### config.mk
export PLATFORM = sky130hd
export DESIGN_NAME = hapd_mac
export DESIGN_NICKNAME = d
export VERILOG_FILES = /design/src/rtl/core/hapd_pkg.sv /design/src/rtl/core/hapd_ram.sv /design/src/rtl/core/hapd_mac.sv
export SDC_FILE = /design/constraint.sdc
export NUM_CORES = 2
export LEC_CHECK = 0
export BUFFER_PORTS_ARGS = -buffer_cell sky130_fd_sc_hd__buf_4
export CELL_PAD_IN_SITES_DETAIL_PLACEMENT = 0
export CELL_PAD_IN_SITES_GLOBAL_PLACEMENT = 1
export CORE_MARGIN = 2
export CORE_UTILIZATION = 55
export CTS_BUF_LIST = sky130_fd_sc_hd__clkbuf_2 sky130_fd_sc_hd__clkbuf_4 sky130_fd_sc_hd__clkbuf_8
export CTS_CLUSTER_SIZE = 28
export DETAILED_ROUTE_END_ITERATION = 10
export GPL_TIMING_DRIVEN = 0
export HOLD_SLACK_MARGIN = 0.03
export PLACE_DENSITY_LB_ADDON = 0.1
export REMOVE_ABC_BUFFERS = 1
export SLEW_MARGIN = 20
export SYNTH_ARGS = -nofsm -noshare
export SYNTH_HDL_FRONTEND = slang
export SYNTH_HIERARCHICAL = 1
export SYNTH_SLANG_ARGS = --single-unit
### constraint.sdc
create_clock -name clk_i -period 7.88 [get_ports clk_i]
set_input_delay 0.394 -clock clk_i [delete_from_list [all_inputs] [get_ports clk_i]]
set_output_delay 0.394 -clock clk_i [all_outputs]
set_load 0.005 [all_outputs]
### src/rtl/core/hapd_pkg.sv
// ----------------------------------------------------------------------------
// hapd_pkg
// Shared constants, types and tables of the harmonic amplitude/phase DFT.
// ----------------------------------------------------------------------------
`default_nettype none

package hapd_pkg;

  localparam int unsigned POINTS      = 80;
  localparam int unsigned IDX_W       = $clog2(POINTS);
  localparam int unsigned SAMPLE_BITS = 16;
  localparam int unsigned ACC_BITS    = 40;
  localparam int unsigned BIN_W       = 6;
  localparam int unsigned PROD_W      = 2 * SAMPLE_BITS;
  localparam int unsigned QUARTER     = POINTS / 4;
  localparam logic [BIN_W-1:0] NB_MAX   = BIN_W'(POINTS / 2 + 1);
  localparam logic [BIN_W-1:0] NB_RESET = 6'd22;
  localparam logic [14:0] HALF_PI_Q13   = 15'd12868;
  localparam logic [31:0] RAD_PER_ANGLE = 32'd3373259426;
  localparam int unsigned CORDIC_STEPS  = 30;
  localparam int unsigned ROOT_STEPS    = ACC_BITS;
  // divide by ten as multiply by ceil(2^27/10), exact for 24-bit dividends
  localparam int unsigned QUO_W         = 21;
  localparam logic [23:0] RECIP_TEN     = 24'd13421773;

  typedef struct packed {
    logic signed [SAMPLE_BITS-1:0] c;
    logic signed [SAMPLE_BITS-1:0] s;
  } twiddle_t;

  // accumulator status handed from the mac to the post stage
  typedef struct packed {
    logic                       done;
    logic signed [ACC_BITS-1:0] re;
    logic signed [ACC_BITS-1:0] im;
  } acc_t;

  typedef struct packed {
    logic        done;
    logic [15:0] amplitude;
    logic [14:0] phase;
  } post_res_t;

  // q15 cosine of 4.5 degree steps over one quadrant
  function automatic logic [15:0] cos_q15(input logic [4:0] j);
    logic [15:0] v;
    case (j)
      5'd0:  v = 16'd32767;
      5'd1:  v = 16'd32667;
      5'd2:  v = 16'd32365;
      5'd3:  v = 16'd31863;
      5'd4:  v = 16'd31164;
      5'd5:  v = 16'd30274;
      5'd6:  v = 16'd29197;
      5'd7:  v = 16'd27939;
      5'd8:  v = 16'd26510;
      5'd9:  v = 16'd24917;
      5'd10: v = 16'd23170;
      5'd11: v = 16'd21281;
      5'd12: v = 16'd19261;
      5'd13: v = 16'd17121;
      5'd14: v = 16'd14876;
      5'd15: v = 16'd12540;
      5'd16: v = 16'd10126;
      5'd17: v = 16'd7650;
      5'd18: v = 16'd5126;
      5'd19: v = 16'd2571;
      default: v = 16'd0;
    endcase
    return v;
  endfunction

  function automatic twiddle_t twiddle(input logic [IDX_W-1:0] m);
    logic [1:0]                    q;
    logic [4:0]                    j;
    logic signed [SAMPLE_BITS-1:0] cr;
    logic signed [SAMPLE_BITS-1:0] sr;
    twiddle_t                      t;
    if (m >= IDX_W'(3 * QUARTER)) begin
      q = 2'd3;
      j = 5'(m - IDX_W'(3 * QUARTER));
    end else if (m >= IDX_W'(2 * QUARTER)) begin
      q = 2'd2;
      j = 5'(m - IDX_W'(2 * QUARTER));
    end else if (m >= IDX_W'(QUARTER)) begin
      q = 2'd1;
      j = 5'(m - IDX_W'(QUARTER));
    end else begin
      q = 2'd0;
      j = 5'(m);
    end
    cr = signed'(cos_q15(j));
    sr = signed'(cos_q15(5'(5'(QUARTER) - j)));
    case (q)
      2'd0: begin t.c = cr;  t.s = sr;  end
      2'd1: begin t.c = -sr; t.s = cr;  end
      2'd2: begin t.c = -cr; t.s = -sr; end
      default: begin t.c = sr; t.s = -cr; end
    endcase
    return t;
  endfunction

  function automatic logic [29:0] cordic_angle(input logic [4:0] i);
    logic [29:0] a;
    case (i)
      5'd0:  a = 30'd536870912;
      5'd1:  a = 30'd316933406;
      5'd2:  a = 30'd167458907;
      5'd3:  a = 30'd85004756;
      5'd4:  a = 30'd42667331;
      5'd5:  a = 30'd21354465;
      5'd6:  a = 30'd10679838;
      5'd7:  a = 30'd5340245;
      5'd8:  a = 30'd2670163;
      5'd9:  a = 30'd1335087;
      5'd10: a = 30'd667544;
      5'd11: a = 30'd333772;
      5'd12: a = 30'd166886;
      5'd13: a = 30'd83443;
      5'd14: a = 30'd41722;
      5'd15: a = 30'd20861;
      5'd16: a = 30'd10430;
      5'd17: a = 30'd5215;
      5'd18: a = 30'd2608;
      5'd19: a = 30'd1304;
      5'd20: a = 30'd652;
      5'd21: a = 30'd326;
      5'd22: a = 30'd163;
      5'd23: a = 30'd81;
      5'd24: a = 30'd41;
      5'd25: a = 30'd20;
      5'd26: a = 30'd10;
      5'd27: a = 30'd5;
      5'd28: a = 30'd3;
      5'd29: a = 30'd1;
      default: a = 30'd0;
    endcase
    return a;
  endfunction

endpackage

`default_nettype wire

### src/rtl/core/hapd_ram.sv
// ----------------------------------------------------------------------------
// hapd_ram
// Generic simple dual-port RAM, one write port, one registered read port.
// ----------------------------------------------------------------------------
`default_nettype none

module hapd_ram #(
  parameter int unsigned WIDTH = 16,
  parameter int unsigned DEPTH = 80
) (
  input  wire logic                     clk_i,
  input  wire logic                     we_i,
  input  wire logic [$clog2(DEPTH)-1:0] waddr_i,
  input  wire logic [WIDTH-1:0]         wdata_i,
  input  wire logic                     re_i,
  input  wire logic [$clog2(DEPTH)-1:0] raddr_i,
  output      logic [WIDTH-1:0]         rdata_o
);

  logic [WIDTH-1:0] mem_q [DEPTH];

  always_ff @(posedge clk_i) begin
    if (we_i) begin
      mem_q[waddr_i] <= wdata_i;
    end
    if (re_i) begin
      rdata_o <= mem_q[raddr_i];
    end
  end

endmodule

`default_nettype wire

### src/rtl/core/hapd_mac.sv
// ----------------------------------------------------------------------------
// hapd_mac
// Frame buffer and pipelined complex multiply-accumulate for one DFT bin.
// ----------------------------------------------------------------------------
`default_nettype none

module hapd_mac (
  input  wire logic                                clk_i,
  input  wire logic                                rst_ni,
  input  wire logic                                wr_en_i,
  input  wire logic [hapd_pkg::IDX_W-1:0]          wr_addr_i,
  input  wire logic [hapd_pkg::SAMPLE_BITS-1:0]    wr_data_i,
  input  wire logic                                start_i,
  input  wire logic [hapd_pkg::BIN_W-1:0]          k_i,
  output      hapd_pkg::acc_t                      acc_o
);
  import hapd_pkg::*;

  logic                          run_q;
  logic [IDX_W-1:0]              n_q;
  logic [IDX_W-1:0]              m_q;
  logic [IDX_W-1:0]              m_d;
  logic [IDX_W:0]                m_sum;
  logic [BIN_W-1:0]              k_q;
  logic                          v1_q, v2_q, v3_q;
  logic                          last1_q, last2_q, last3_q;
  logic [IDX_W-1:0]              m1_q;
  logic [SAMPLE_BITS-1:0]        rdata;
  logic signed [SAMPLE_BITS-1:0] x2_q;
  twiddle_t                      tw2_q;
  logic signed [PROD_W-1:0]      pre_q;
  logic signed [PROD_W-1:0]      pim_q;
  logic signed [ACC_BITS-1:0]    re_q;
  logic signed [ACC_BITS-1:0]    im_q;
  logic                          done_q;

  hapd_ram #(
    .WIDTH (SAMPLE_BITS),
    .DEPTH (POINTS)
  ) u_frame_ram (
    .clk_i   (clk_i),
    .we_i    (wr_en_i),
    .waddr_i (wr_addr_i),
    .wdata_i (wr_data_i),
    .re_i    (run_q),
    .raddr_i (n_q),
    .rdata_o (rdata)
  );

  // twiddle index k*n mod POINTS, stepped by k
  always_comb begin
    m_sum = {1'b0, m_q} + (IDX_W + 1)'(k_q);
    if (m_sum >= (IDX_W + 1)'(POINTS)) begin
      m_sum = m_sum - (IDX_W + 1)'(POINTS);
    end
    m_d = m_sum[IDX_W-1:0];
  end

  always_ff @(posedge clk_i or negedge rst_ni) begin
    if (!rst_ni) begin
      run_q   <= 1'b0;
      v1_q    <= 1'b0;
      v2_q    <= 1'b0;
      v3_q    <= 1'b0;
      done_q  <= 1'b0;
      n_q     <= '0;
      m_q     <= '0;
      k_q     <= '0;
      last1_q <= 1'b0;
      last2_q <= 1'b0;
      last3_q <= 1'b0;
    end else begin
      v1_q    <= run_q;
      last1_q <= run_q && (n_q == IDX_W'(POINTS - 1));
      v2_q    <= v1_q;
      last2_q <= last1_q;
      v3_q    <= v2_q;
      last3_q <= last2_q;
      done_q  <= v3_q && last3_q;
      if (start_i) begin
        run_q <= 1'b1;
        n_q   <= '0;
        m_q   <= '0;
        k_q   <= k_i;
      end else if (run_q) begin
        m_q <= m_d;
        n_q <= n_q + IDX_W'(1);
        if (n_q == IDX_W'(POINTS - 1)) begin
          run_q <= 1'b0;
        end
      end
    end
  end

  always_ff @(posedge clk_i) begin
    m1_q  <= m_q;
    x2_q  <= signed'(rdata);
    tw2_q <= twiddle(m1_q);
    pre_q <= x2_q * tw2_q.c;
    pim_q <= x2_q * tw2_q.s;
    if (start_i) begin
      re_q <= '0;
      im_q <= '0;
    end else if (v3_q) begin
      re_q <= re_q + ACC_BITS'(pre_q);
      im_q <= im_q - ACC_BITS'(pim_q);
    end
  end

  assign acc_o.done = done_q;
  assign acc_o.re   = re_q;
  assign acc_o.im   = im_q;

`ifndef SYNTHESIS
  a_start_idle: assert property (@(posedge clk_i) disable iff (!rst_ni)
    start_i |-> !run_q && !v1_q && !v2_q && !v3_q)
    else $error("mac started while busy");
  a_done_after_last: assert property (@(posedge clk_i) disable iff (!rst_ni)
    done_q |-> $past(last3_q))
    else $error("mac done without last product");
  a_run_stops: assert property (@(posedge clk_i) disable iff (!rst_ni)
    (run_q && !start_i && n_q == IDX_W'(POINTS - 1)) |=> !run_q)
    else $error("mac ran past frame end");
`endif

endmodule

`default_nettype wire

==> results_dict.tcl <==
set metrics [dict create \
    postRouteAntennaNets 0 \
    clkSlewWorstSetupHoldPaths_ps 60 \
    wl_per_cell_microns 23.3 \
    crit_family "simple AND/OR/NAND/NOR gates" \
    final_hold_viol_count 0 \
    syn_to_final_growth_pct 12.0 \
    max_stage_delay_ps 540 \
    ios 114 \
    rsz0062_at_grt "yes" \
    yosys.cell_types.count 106 \
    endpoint_kind "register" \
    synthMuxAreaShare_pct 10.2 \
    die_w_microns 393 \
    placed_cell_area_sq_um 88000 \
    synth_top_area_share_pct 46.6 \
    numCtsBuffers 241 \
    worstMarginPinSlew_ps 1150 \
    avgSynthCellArea_sq_um 13.6 \
    timing.hold.ws_ps 78.1 \
    drive_above_1_share_pct 16.0 \
    synth_ff_type "edfxtp_1" \
    portBuffers 113 \
    critPathKind "reg -> reg" \
    initial_core_util_pct 55.5 \
    clockBufferDepth 3 \
    cp.required_ps 8670 \
    root_buffer "clkbuf_8" \
    gp_congestion 0.868 \
    synth-edff-count 1296 \
    hold_class "in -> reg" \
    startpoint_type "register" \
    synth_compound_area_share_pct 6.80 \
    dr.pass1.iters 6 \
    synth-adder-area-share_pct 16.9 \
    core_area_sq_um 150000 \
    final-setup-viol-count 0 \
    dp_hpwl_microns 134000 \
    period_share_pct 93.9 \
    die_area_sq_um 155000 \
    cap_violations 0 \
    cp.arrival_ps 8190 \
    die_height_microns 393 \
    antenna_found_initial 6 \
    path_buf_inv 3 \
    placementRows 142 \
    grt_pass1_vias 51991 \
    synthesis.area_sq_um 83400 \
    slew_violations 0 \
    fin_crit_ps 7400 \
    synth_simple_gate_area_share_pct 7.56 \
    async_reset_ff_share_pct 1.84 \
    final_nets 7199 \
    clk_latency_ps 980 \
    cpMaxStageDelayCell "xnor2_4" \
    synth_top_cells_by_area "edfxtp_1 (47%), fa_1 (13%), mux4_2 (5.6%)" \
    yosysSeqAreaShare_pct 52.3 \
    grt_max_degree 100 \
    num_vias 49884 \
    grt_first_pass_wirelength_microns 308000 \
    cts_sinks 1523 \
    synthCells 6144 \
    grt_overflow 0 \
    cts_tree "done" \
    fin_setup_tns_ps 0 \
    cts_htree_levels 4 \
    skew_ps 110 \
    crit_fanout 23 \
    grt_usage_pct 26.1 \
    yosys_warnings 6 \
    slew_headroom_pct 23.0 \
    synth_top_family_by_area "adder cells" \
    drtIter0Drc 3589 \
    ys_ff_latch 1523 \
    status "finished clean" \
    drc 0 \
    vias_per_cell 5.81 \
    synth_area_leader_cell "edfxtp_1" \
    fmax_mhz 135 \
    path_cells "inv_1, ha_4, nand3_1, a21oi_4, a21oi_4, xnor2_4, buf_16, ha_2, inv_1, ha_1, mux2i_1, or3_1, a21oi_1, a311o_1, nor2_1, ha_1, o311ai_1, nor4_4, nand4_4, nor4_4, xnor2_1, o21ai_1" \
    drt_wl_total_microns 200000 \
    synth-xor-area-share_pct 1.80 \
    fin_area_sq_um 93400 \
]
timing repair:
item	CTS	global route
buffers inserted	0	0
hold buffers	23	0
resized for setup	2	6
hold endpoints to repair	158	0
setup endpoints to repair	14	12
state kept, by name, summed over array words and instances, names as in the netlist, 6 cells and up:
register and count:
pim_q 32, x2_q 16, n_q 7, m1_q 7
tw2_q 32, m_q 7, re_q 40, im_q 40
pre_q 32, k_q 6, u_frame_ram/rdata_o 16, u_frame_ram/mem_q 1280
placed cells by master, fill, tap and decap left out, types with 68 or more instances in the layout:
master / netlist / final
a21o_1: 69 / 68
a21oi_1: 191 / 190
a22oi_1: 86 / 86
and2_1: 265 / 263
buf_4: 4 / 120
clkbuf_4: 0 / 69
clkbuf_8: 0 / 261
dfxtp_1: 199 / 181
edfxtp_1: 1296 / 1296
fa_1: 527 / 527
ha_1: 281 / 279
inv_1: 657 / 656
mux2i_1: 350 / 350
mux4_2: 208 / 208
nand2_1: 370 / 370
nand3_1: 95 / 95
nor2_1: 347 / 269
o21ai_0: 100 / 100
xnor2_1: 118 / 118
stage by stage:
step	util, %	std cells	worst slack [ps]
3_3_place_gp	56.9	7986	-18120
5_1_grt	62.2	8582	-30.2
3_5_place_dp	58.5	8108	-478
2_1_floorplan	-	5857	-6880
4_1_cts	62.1	8576	20.9
6_report	62.2	8582	483
worst register-to-register path: stages, from the launching register on:
cell and delay [ps]:
dfxtp_1 530, inv_1 490, ha_4 420, nand3_1 230, a21oi_4 530, a21oi_4 170
xnor2_4 540, buf_16 240, ha_2 430, inv_1 350, ha_1 330, mux2i_1 120
or3_1 120, a21oi_1 60, a311o_1 350, nor2_1 210, ha_1 290, o311ai_1 180
nor4_4 510, nand4_4 240, nor4_4 400, xnor2_1 100, o21ai_1 370
logic make-up after synthesis:
group           Yosys count
compound gates          814
xor+xnor                170
buf+inv                 946
fa+ha+maj               808
simple gates           1297
mux                     586
flops                  1523
cell type report:
| class | instances | area, sq um |
|---|---|---|
| clock buffers | 330 | 4110 |
| repair buffers | 258 | 3180 |
| clock inverters | 115 | 1050 |
| fillers | 11628 | 56900 |
| well taps | 2016 | 2520 |
| multi-input cells | 3675 | 36400 |
| flip-flops and latches | 1523 | 43600 |
| diodes | 6 | 15.0 |
| inverters | 659 | 2480 |
routing by layer:
layer | GRT usage, % | routed length [microns] | vias up
met5 | 0 | 12 | -
met4 | 7.46 | 5120 | 2
met3 | 3.82 | 11100 | 282
met2 | 44.4 | 100000 | 1516
met1 | 35.1 | 83300 | 25664
li1 | - | - | 22420
cell usage after synthesis, types with 15 or more instances:
library cell	count
nand3_1	95
a22o_1	34
o21bai_1	20
a21o_1	69
o221ai_1	15
clkbuf_1	156
a22oi_1	86
dfxtp_1	199
and3_1	16
or3_1	18
inv_1	657
nor2b_1	28
mux4_2	208
nor3_1	60
xor2_1	50
o21a_1	26
dfrtp_1	28
o21ai_0	100
a211oi_1	39
nor2_1	347
buf_1	26
nand2b_1	39
buf_2	89
mux2_2	28
fa_1	527
a21oi_1	191
nand2_1	370
o221a_2	19
a211o_1	22
xnor2_1	118
mux2i_1	350
and2_1	265
ha_1	281
edfxtp_1	1296
a31oi_1	59
worst paths after layout:
check,depth (start not counted),end,from,slack [ps]
setup / recovery,22,tw2_q[12],m1_q[1],480
hold / removal,1,u_frame_ram/mem_q[11][4],wr_data_i[4],80
setup reg to reg,22,tw2_q[12],m1_q[1],480
hold reg to reg,0,x2_q[13],u_frame_ram/rdata_o[13],320
max in group asynchronous,4,n_q[1],rst_ni,7140
min in group asynchronous,4,k_q[4],rst_ni,480
Power is left out: the tool's default activity adds up to more than one toggle a clock period on the data nets, which glitch-free logic cannot reach.
