File: src/rtl/core/hapd_pkg.sv
// ----------------------------------------------------------------------------
// hapd_pkg
// Shared constants, types and tables of the harmonic amplitude/phase DFT.
// ----------------------------------------------------------------------------
`default_nettype none

package hapd_pkg;

  localparam int unsigned POINTS      = 80;
  localparam int unsigned IDX_W       = $clog2(POINTS);
  localparam int unsigned SAMPLE_BITS = 16;
  localparam int unsigned ACC_BITS    = 40;
  localparam int unsigned BIN_W       = 6;
  localparam int unsigned PROD_W      = 2 * SAMPLE_BITS;
  localparam int unsigned QUARTER     = POINTS / 4;
  localparam logic [BIN_W-1:0] NB_MAX   = BIN_W'(POINTS / 2 + 1);
  localparam logic [BIN_W-1:0] NB_RESET = 6'd22;
  localparam logic [14:0] HALF_PI_Q13   = 15'd12868;
  localparam logic [31:0] RAD_PER_ANGLE = 32'd3373259426;
  localparam int unsigned CORDIC_STEPS  = 30;
  localparam int unsigned ROOT_STEPS    = ACC_BITS;
  // divide by ten as multiply by ceil(2^27/10), exact for 24-bit dividends
  localparam int unsigned QUO_W         = 21;
  localparam logic [23:0] RECIP_TEN     = 24'd13421773;

  typedef struct packed {
    logic signed [SAMPLE_BITS-1:0] c;
    logic signed [SAMPLE_BITS-1:0] s;
  } twiddle_t;

  // accumulator status handed from the mac to the post stage
  typedef struct packed {
    logic                       done;
    logic signed [ACC_BITS-1:0] re;
    logic signed [ACC_BITS-1:0] im;
  } acc_t;

  typedef struct packed {
    logic        done;
    logic [15:0] amplitude;
    logic [14:0] phase;
  } post_res_t;

  // q15 cosine of 4.5 degree steps over one quadrant
  function automatic logic [15:0] cos_q15(input logic [4:0] j);
    logic [15:0] v;
    case (j)
      5'd0:  v = 16'd32767;
      5'd1:  v = 16'd32667;
      5'd2:  v = 16'd32365;
      5'd3:  v = 16'd31863;
      5'd4:  v = 16'd31164;
      5'd5:  v = 16'd30274;
      5'd6:  v = 16'd29197;
      5'd7:  v = 16'd27939;
      5'd8:  v = 16'd26510;
      5'd9:  v = 16'd24917;
      5'd10: v = 16'd23170;
      5'd11: v = 16'd21281;
      5'd12: v = 16'd19261;
      5'd13: v = 16'd17121;
      5'd14: v = 16'd14876;
      5'd15: v = 16'd12540;
      5'd16: v = 16'd10126;
      5'd17: v = 16'd7650;
      5'd18: v = 16'd5126;
      5'd19: v = 16'd2571;
      default: v = 16'd0;
    endcase
    return v;
  endfunction

  function automatic twiddle_t twiddle(input logic [IDX_W-1:0] m);
    logic [1:0]                    q;
    logic [4:0]                    j;
    logic signed [SAMPLE_BITS-1:0] cr;
    logic signed [SAMPLE_BITS-1:0] sr;
    twiddle_t                      t;
    if (m >= IDX_W'(3 * QUARTER)) begin
      q = 2'd3;
      j = 5'(m - IDX_W'(3 * QUARTER));
    end else if (m >= IDX_W'(2 * QUARTER)) begin
      q = 2'd2;
      j = 5'(m - IDX_W'(2 * QUARTER));
    end else if (m >= IDX_W'(QUARTER)) begin
      q = 2'd1;
      j = 5'(m - IDX_W'(QUARTER));
    end else begin
      q = 2'd0;
      j = 5'(m);
    end
    cr = signed'(cos_q15(j));
    sr = signed'(cos_q15(5'(5'(QUARTER) - j)));
    case (q)
      2'd0: begin t.c = cr;  t.s = sr;  end
      2'd1: begin t.c = -sr; t.s = cr;  end
      2'd2: begin t.c = -cr; t.s = -sr; end
      default: begin t.c = sr; t.s = -cr; end
    endcase
    return t;
  endfunction

  function automatic logic [29:0] cordic_angle(input logic [4:0] i);
    logic [29:0] a;
    case (i)
      5'd0:  a = 30'd536870912;
      5'd1:  a = 30'd316933406;
      5'd2:  a = 30'd167458907;
      5'd3:  a = 30'd85004756;
      5'd4:  a = 30'd42667331;
      5'd5:  a = 30'd21354465;
      5'd6:  a = 30'd10679838;
      5'd7:  a = 30'd5340245;
      5'd8:  a = 30'd2670163;
      5'd9:  a = 30'd1335087;
      5'd10: a = 30'd667544;
      5'd11: a = 30'd333772;
      5'd12: a = 30'd166886;
      5'd13: a = 30'd83443;
      5'd14: a = 30'd41722;
      5'd15: a = 30'd20861;
      5'd16: a = 30'd10430;
      5'd17: a = 30'd5215;
      5'd18: a = 30'd2608;
      5'd19: a = 30'd1304;
      5'd20: a = 30'd652;
      5'd21: a = 30'd326;
      5'd22: a = 30'd163;
      5'd23: a = 30'd81;
      5'd24: a = 30'd41;
      5'd25: a = 30'd20;
      5'd26: a = 30'd10;
      5'd27: a = 30'd5;
      5'd28: a = 30'd3;
      5'd29: a = 30'd1;
      default: a = 30'd0;
    endcase
    return a;
  endfunction

endpackage

`default_nettype wire

File: src/rtl/core/hapd_post.sv
// ----------------------------------------------------------------------------
// hapd_post
// Magnitude (serial squares, square root, divide) and CORDIC phase of a bin.
// ----------------------------------------------------------------------------
`default_nettype none

module hapd_post (
  input  wire logic                                 clk_i,
  input  wire logic                                 rst_ni,
  input  wire hapd_pkg::acc_t                       acc_i,
  output      hapd_pkg::post_res_t                  res_o
);
  import hapd_pkg::*;

  typedef enum logic [4:0] {
    P_IDLE = 5'b00001,
    P_SQ   = 5'b00010,
    P_ROOT = 5'b00100,
    P_DIV  = 5'b01000,
    P_FIN  = 5'b10000
  } post_state_e;

  localparam int unsigned HALF_W = ACC_BITS / 2;
  localparam int unsigned SUM_W  = 2 * ACC_BITS;
  localparam int unsigned REM_W  = ACC_BITS + 3;
  localparam int unsigned XY_W   = ACC_BITS + 2;

  post_state_e              state_q;
  logic [5:0]               step_q;
  logic [ACC_BITS-1:0]      mre_q, mim_q;
  logic [2*HALF_W-1:0]      prod_q;
  logic [1:0]               psh_q;
  logic                     pval_q;
  logic [SUM_W-1:0]         sum_q;
  logic [SUM_W-1:0]         sum_add;
  logic [REM_W-1:0]         rem_q, rem_n, trial;
  logic [ACC_BITS-1:0]      root_q;
  logic signed [XY_W-1:0]   x_q, y_q, dx, dy;
  logic signed [31:0]       z_q;
  logic [30:0]              zc;
  logic [62:0]              pm_q;
  logic                     neg_q, re_zero_q, im_zero_q, im_neg_q;
  logic [47:0]              quo_prod;
  logic [QUO_W-1:0]         quo_q;
  logic [HALF_W-1:0]        ma, mb;
  logic [QUO_W:0]           qa;
  logic [63:0]              pr;
  logic [15:0]              pmag;
  logic [15:0]              amp_q;
  logic [14:0]              ph_q;
  logic                     done_q;
  logic [ACC_BITS-1:0]      abs_re, abs_im;

  assign abs_re = acc_i.re[ACC_BITS-1] ? ACC_BITS'(-acc_i.re) : acc_i.re;
  assign abs_im = acc_i.im[ACC_BITS-1] ? ACC_BITS'(-acc_i.im) : acc_i.im;

  // partial product operands: high*high, high*low, low*low of |re| then |im|
  always_comb begin
    ma = mre_q[ACC_BITS-1:HALF_W];
    mb = mre_q[ACC_BITS-1:HALF_W];
    case (step_q)
      6'd0: begin ma = mre_q[ACC_BITS-1:HALF_W]; mb = mre_q[ACC_BITS-1:HALF_W]; end
      6'd1: begin ma = mre_q[ACC_BITS-1:HALF_W]; mb = mre_q[HALF_W-1:0]; end
      6'd2: begin ma = mre_q[HALF_W-1:0]; mb = mre_q[HALF_W-1:0]; end
      6'd3: begin ma = mim_q[ACC_BITS-1:HALF_W]; mb = mim_q[ACC_BITS-1:HALF_W]; end
      6'd4: begin ma = mim_q[ACC_BITS-1:HALF_W]; mb = mim_q[HALF_W-1:0]; end
      default: begin ma = mim_q[HALF_W-1:0]; mb = mim_q[HALF_W-1:0]; end
    endcase
  end

  always_comb begin
    case (psh_q)
      2'd0:    sum_add = SUM_W'(prod_q) << (2 * HALF_W);
      2'd1:    sum_add = SUM_W'(prod_q) << (HALF_W + 1);
      default: sum_add = SUM_W'(prod_q);
    endcase
  end

  assign rem_n = {rem_q[REM_W-3:0], sum_q[SUM_W-1:SUM_W-2]};
  assign trial = {1'b0, root_q, 2'b01};
  assign dx    = y_q >>> step_q[4:0];
  assign dy    = x_q >>> step_q[4:0];

  // amplitude rounding: root / (10 * 2^16), then +1 and halve
  assign quo_prod = root_q[ACC_BITS-1:ACC_BITS-24] * RECIP_TEN;

  always_comb begin
    if (z_q < 0) begin
      zc = '0;
    end else if (z_q > 32'sd1073741824) begin
      zc = 31'd1073741824;
    end else begin
      zc = z_q[30:0];
    end
  end

  assign qa = {1'b0, quo_q} + (QUO_W + 1)'(1);
  assign pr = {1'b0, pm_q} + 64'h0000_8000_0000_0000;
  assign pmag = (pr[63:48] > {1'b0, HALF_PI_Q13}) ? {1'b0, HALF_PI_Q13} : pr[63:48];

  always_ff @(posedge clk_i or negedge rst_ni) begin
    if (!rst_ni) begin
      state_q <= P_IDLE;
      step_q  <= '0;
      pval_q  <= 1'b0;
      done_q  <= 1'b0;
    end else begin
      done_q <= 1'b0;
      unique case (state_q)
        P_IDLE: begin
          if (acc_i.done) begin
            state_q <= P_SQ;
            step_q  <= '0;
          end
        end
        P_SQ: begin
          pval_q <= (step_q < 6'd6);
          if (step_q == 6'd6) begin
            state_q <= P_ROOT;
            step_q  <= '0;
          end else begin
            step_q <= step_q + 6'd1;
          end
        end
        P_ROOT: begin
          pval_q <= 1'b0;
          if (step_q == 6'(ROOT_STEPS - 1)) begin
            state_q <= P_DIV;
            step_q  <= '0;
          end else begin
            step_q <= step_q + 6'd1;
          end
        end
        P_DIV: begin
          state_q <= P_FIN;
          step_q  <= '0;
        end
        P_FIN: begin
          done_q  <= 1'b1;
          state_q <= P_IDLE;
        end
        default: state_q <= P_IDLE;
      endcase
    end
  end

  always_ff @(posedge clk_i) begin
    case (state_q)
      P_IDLE: begin
        mre_q     <= abs_re;
        mim_q     <= abs_im;
        sum_q     <= '0;
        x_q       <= XY_W'(abs_re);
        y_q       <= XY_W'(abs_im);
        z_q       <= '0;
        neg_q     <= acc_i.re[ACC_BITS-1] ^ acc_i.im[ACC_BITS-1];
        re_zero_q <= (acc_i.re == '0);
        im_zero_q <= (acc_i.im == '0);
        im_neg_q  <= acc_i.im[ACC_BITS-1];
      end
      P_SQ: begin
        prod_q <= ma * mb;
        case (step_q)
          6'd0, 6'd3: psh_q <= 2'd0;
          6'd1, 6'd4: psh_q <= 2'd1;
          default:    psh_q <= 2'd2;
        endcase
        if (pval_q) begin
          sum_q <= sum_q + sum_add;
        end
        rem_q  <= '0;
        root_q <= '0;
      end
      P_ROOT: begin
        sum_q <= sum_q << 2;
        if (rem_n >= trial) begin
          rem_q  <= rem_n - trial;
          root_q <= {root_q[ACC_BITS-2:0], 1'b1};
        end else begin
          rem_q  <= rem_n;
          root_q <= {root_q[ACC_BITS-2:0], 1'b0};
        end
        if (step_q < 6'(CORDIC_STEPS)) begin
          if (y_q >= 0) begin
            x_q <= x_q + dx;
            y_q <= y_q - dy;
            z_q <= z_q + signed'({2'b00, cordic_angle(step_q[4:0])});
          end else begin
            x_q <= x_q - dx;
            y_q <= y_q + dy;
            z_q <= z_q - signed'({2'b00, cordic_angle(step_q[4:0])});
          end
        end
      end
      P_DIV: begin
        pm_q  <= zc * RAD_PER_ANGLE;
        quo_q <= quo_prod[47:27];
      end
      P_FIN: begin
        amp_q <= (qa[QUO_W:1] > QUO_W'(16'hFFFF)) ? 16'hFFFF : qa[16:1];
        if (re_zero_q) begin
          if (im_zero_q) begin
            ph_q <= '0;
          end else begin
            ph_q <= im_neg_q ? 15'(-HALF_PI_Q13) : HALF_PI_Q13;
          end
        end else if (im_zero_q) begin
          ph_q <= '0;
        end else begin
          ph_q <= neg_q ? 15'(-pmag) : pmag[14:0];
        end
      end
      default: ;
    endcase
  end

  assign res_o.done      = done_q;
  assign res_o.amplitude = amp_q;
  assign res_o.phase     = ph_q;

`ifndef SYNTHESIS
  a_start_in_idle: assert property (@(posedge clk_i) disable iff (!rst_ni)
    acc_i.done |-> state_q == P_IDLE)
    else $error("post stage started while busy");
  a_done_from_fin: assert property (@(posedge clk_i) disable iff (!rst_ni)
    done_q |-> $past(state_q) == P_FIN)
    else $error("post result without final step");
  a_root_to_div: assert property (@(posedge clk_i) disable iff (!rst_ni)
    (state_q == P_ROOT && step_q == 6'(ROOT_STEPS - 1)) |=> state_q == P_DIV)
    else $error("square root sequence length wrong");
`endif

endmodule

`default_nettype wire

File: config.mk
export PLATFORM = sky130hd
export DESIGN_NAME = hapd_post
export DESIGN_NICKNAME = d
export VERILOG_FILES = /design/src/rtl/core/hapd_pkg.sv /design/src/rtl/core/hapd_post.sv
export SDC_FILE = /design/constraint.sdc
export NUM_CORES = 2
export LEC_CHECK = 0
export BUFFER_PORTS_ARGS = -buffer_cell sky130_fd_sc_hd__buf_4
export CORE_ASPECT_RATIO = 0.9
export CORE_MARGIN = 4
export CORE_UTILIZATION = 45
export CTS_CLUSTER_SIZE = 20
export DETAILED_ROUTE_END_ITERATION = 8
export GPL_ROUTABILITY_DRIVEN = 0
export HOLD_SLACK_MARGIN = 0.05
export PLACE_DENSITY = 0.69
export SLEW_MARGIN = 20
export SYNTH_ARGS = -nofsm -noshare
export SYNTH_HDL_FRONTEND = slang
export SYNTH_SLANG_ARGS = --single-unit
export TNS_END_PERCENT = 100
File: constraint.sdc
create_clock -name clk_i -period 26.6 [get_ports clk_i]
set_clock_uncertainty 0.2 [all_clocks]
set_input_delay 2.66 -clock clk_i [delete_from_list [all_inputs] [get_ports clk_i]]
set_output_delay 2.66 -clock clk_i [all_outputs]
set_load 0.05 [all_outputs]
==> results.py <==
metrics = {
    "detailed_routing": {
        "drtAntennaViolNets": 0,
        "viasPerCell": 5.734,
        "dr.pass1.iters": 9,
        "drc_errors": 39,
        "finalWirelength_um": 218700,
        "wl_per_cell_um": 20.10,
        "vias": 62378,
        "drt_iter0_drc": 6987,
    },
    "logic_synthesis": {
        "synthCells": 8548,
        "ys.flop_type": "edfxtp_1",
        "synth.net_count": 10537,
        "ys_top_cells_by_area": "fa_1, edfxtp_1, ha_1, inv_1, nand2_1",
        "synth_top_area_share_pct": 22.15,
        "synth_area_um2": 79340,
        "yosys.area.top_type": "fa_1",
        "ys_ff_latch": 484,
        "synth_edf_count": 471,
        "synthArstFlopShare_pct": 2.686,
        "syn_avg_cell_area_um2": 9.282,
        "yosys_warnings": 0,
        "synth_seq_area_share_pct": 18.24,
        "synth.distinct_cells": 91,
    },
    "final_layout": {
        "regArea_um2": 14490,
        "fin_nets": 10462,
        "final_layout_size_suffix_gt1_share_pct": 5.795,
        "fill_cells": 16100,
        "syn2layout_area_growth_pct": 6.675,
        "multiInputGateArea_um2": 58340,
    },
    "clocking": {
        "clk_path_buf_depth": 3,
        "cts_tree": "done",
        "cts-buffers-inserted": 60,
        "cts_resized": 0,
        "clk_latency_ns": 0.72,
        "clk_transition_reported_paths_ns": 0.07,
        "cts_hold_buf": 0,
        "cts_max_level": 2,
        "post_cts_buffers": 0,
        "cts-root-buf": "clkbuf_16",
        "cts.sinks": 484,
    },
    "global_route": {
        "grt_pass1_vias": 62344,
        "grt_max_degree": 217,
        "grt_overflow_total": 0,
        "antenna_found_initial": 1,
        "grt_use_total_pct": 23.73,
        "grt_pass1_wl_um": 347500,
    },
    "worst_setup_path": {
        "r2r_slack_ns": 14.83,
        "crit_type": "reg2reg",
        "path_common_cell": "fa_1",
        "cpMaxStageDelayCell": "a21oi_2",
        "rr_startpoint": "step_q[0]$_DFFE_PN0P_",
        "required_ns": 26.81,
        "worst-endpoint-arrival_ns": 11.98,
        "slowest_delay_ns": 0.91,
        "cp_max_fo": 58,
        "rr_worst_depth": 33,
        "end_kind": "register",
        "critical-path-top-delay-family": "adder cells",
        "crit_buf_inv": 6,
        "worst_setup_path_start_kind": "register",
        "worstReg2RegEnd": "prod_q[38]$_DFFE_PP_",
    },
    "die": {
        "dieArea_um2": 183100,
        "rows": 145,
        "boundaryPins": 115,
        "placeableCoreArea_um2": 174300,
        "initial_core_util_pct": 45.51,
        "die_y_um": 406.4,
        "chipWidth_um": 450.6,
    },
    "timing": {
        "setup_violations": 0,
        "tns_ns": 0,
        "finalHoldViolations": 0,
        "fin_crit_ns": 11.77,
        "rsz0062_at_grt": "false",
        "slew_headroom_pct": 23.14,
        "worst_slew_pin_slew_ns": 1.149,
        "fmax_ghz": 0.08496,
        "period_share_pct": 44.25,
        "slew_violations": 0,
    },
    "worst_hold_path": {
        "holdPathEnd": "sum_q[65]$_DFFE_PP_",
        "whs_path_depth": 2,
        "hold_class": "reg2reg",
        "worstHoldStart": "sum_q[63]$_DFFE_PP_",
    },
    "run_status": {
        "violations": "DRC",
        "status": "finished, violations left",
    },
    "placed_design": {
        "dp_hpwl_um": 176900,
        "portBuffers": 114,
    },
    "run": {
        "cap_violations": 0,
    },
}
[cell type report]
class,count,area share [%]
clock inverters,47,0.6712
inverters,1427,6.332
multi-input cells,6317,68.93
repair buffers,183,1.666
clock buffers,66,1.801
diodes,3,0.008870
flip-flops and latches,484,17.12
well taps,2352,3.477
[state kept, by name, indices dropped and copies added, names as in the netlist, 6 cells and up]
register	count
prod_q	40
step_q	6
root_q	40
z_q	32
ph_q	15
quo_q	21
y_q	42
sum_q	80
amp_q	16
rem_q	41
pm_q	16
mre_q	40
mim_q	40
x_q	42
[worst max-delay path by stage]
stage | depth (start not counted) | end | startpoint | slack (ns)
4_1_cts | 33 | prod_q[38]$_DFFE_PP_ | step_q[0]$_DFFE_PN0P_ | 15.03
3_3_place_gp | 33 | prod_q[38]$_DFFE_PP_ | step_q[0]$_DFFE_PN0P_ | 15.27
2_1_floorplan | 10 | x_q[0]$_DFFE_PP_ | step_q[3]$_DFFE_PN0P_ | 15.28
3_5_place_dp | 33 | prod_q[38]$_DFFE_PP_ | step_q[0]$_DFFE_PN0P_ | 15.12
6_report | 33 | prod_q[38]$_DFFE_PP_ | step_q[0]$_DFFE_PN0P_ | 14.83
5_1_grt | 33 | prod_q[38]$_DFFE_PP_ | step_q[0]$_DFFE_PN0P_ | 14.22
[cells by family (layout without fill, tap and decap cells)]
| family | after synthesis | after routing | share of synthesized area, % |
|---|---|---|---|
| AO/OA/AOI/OAI | 1590 | 1590 | 12.69 |
| XOR/XNOR | 507 | 507 | 5.597 |
| adder cells (fa/ha/maj) | 1906 | 1906 | 38.36 |
| buffers and inverters | 1747 | 1723 | 8.377 |
| flip-flops | 484 | 484 | 18.24 |
| multiplexers | 244 | 244 | 4.999 |
| other | 0 | 3 | 0 |
| AND/OR/NAND/NOR | 2070 | 2070 | 11.74 |
[tightest hold or removal path, stage by stage, from the launching register on]
cell and delay [ns]:
edfxtp_1 0.36, nand2_1 0.05, o21ai_0 0.06
[cells in the final DEF (no fill, tap or decap), drive strengths merged, types with 26 or more instances in the layout]
| cell | n |
|---|---|
| mux2i | 103 |
| nor2b | 49 |
| a21o | 191 |
| nor4 | 30 |
| or2 | 26 |
| o21a | 83 |
| a31oi | 42 |
| o31ai | 76 |
| mux4 | 118 |
| ha | 1028 |
| nor3 | 84 |
| buf | 183 |
| edfxtp | 471 |
| clkbuf | 66 |
| a21oi | 412 |
| xor2 | 190 |
| inv | 1430 |
| xnor2 | 317 |
| nor2 | 672 |
| a222oi | 40 |
| a211oi | 48 |
| o21bai | 48 |
| clkinv | 31 |
| and3 | 43 |
| o21ai | 443 |
| nand3 | 98 |
| fa | 878 |
| nand4 | 70 |
| or3 | 36 |
| nand2b | 76 |
| nand2 | 745 |
| and2 | 81 |
[Yosys cell counts, types with 22 or more instances]
library cell	n
a211oi_1	48
xnor2_1	317
nor4_1	29
buf_1	30
ha_1	1028
fa_1	878
mux2_2	23
nand2_1	745
or4_1	22
edfxtp_1	471
buf_2	22
nand4_1	70
nor2_1	672
or3_1	34
xor2_1	190
a21oi_1	412
and3_1	43
nand3_1	98
nor3_1	84
o21ai_0	428
mux2i_1	102
o21bai_1	48
mux4_2	114
clkbuf_1	259
o211ai_1	24
o21a_1	83
or2_2	24
and2_1	81
o31ai_1	76
a31oi_1	42
nand2b_1	76
a222oi_1	40
a21o_1	191
nor2b_1	49
inv_1	1424
[layer usage]
layer / share of wire (%) / vias to the layer above / GRT usage [%]
met5: 0 / - / 0
met4: 5.4 / 0 / 10.66
met3: 8.9 / 485 / 4.384
met2: 43 / 2636 / 36.27
met1: 42 / 30526 / 32.91
li1: - / 28731 / -
[through the flow]
stage	instances	area, µm²	setup slack (ns)	hold slack [ns]	util, %
2_1_floorplan	8548	79340	15.28	0.2807	-
3_3_place_gp	10762	82490	15.27	0.3267	47.32
3_5_place_dp	10762	82500	15.12	0.3420	47.32
4_1_cts	10875	84590	15.03	0.3534	48.52
5_1_grt	10877	84630	14.22	0.3869	48.54
6_report	10879	84640	14.83	0.3650	48.55
Power is left out: the tool's default activity adds up to more than one toggle a clock period on the data nets, which glitch-free logic cannot reach.
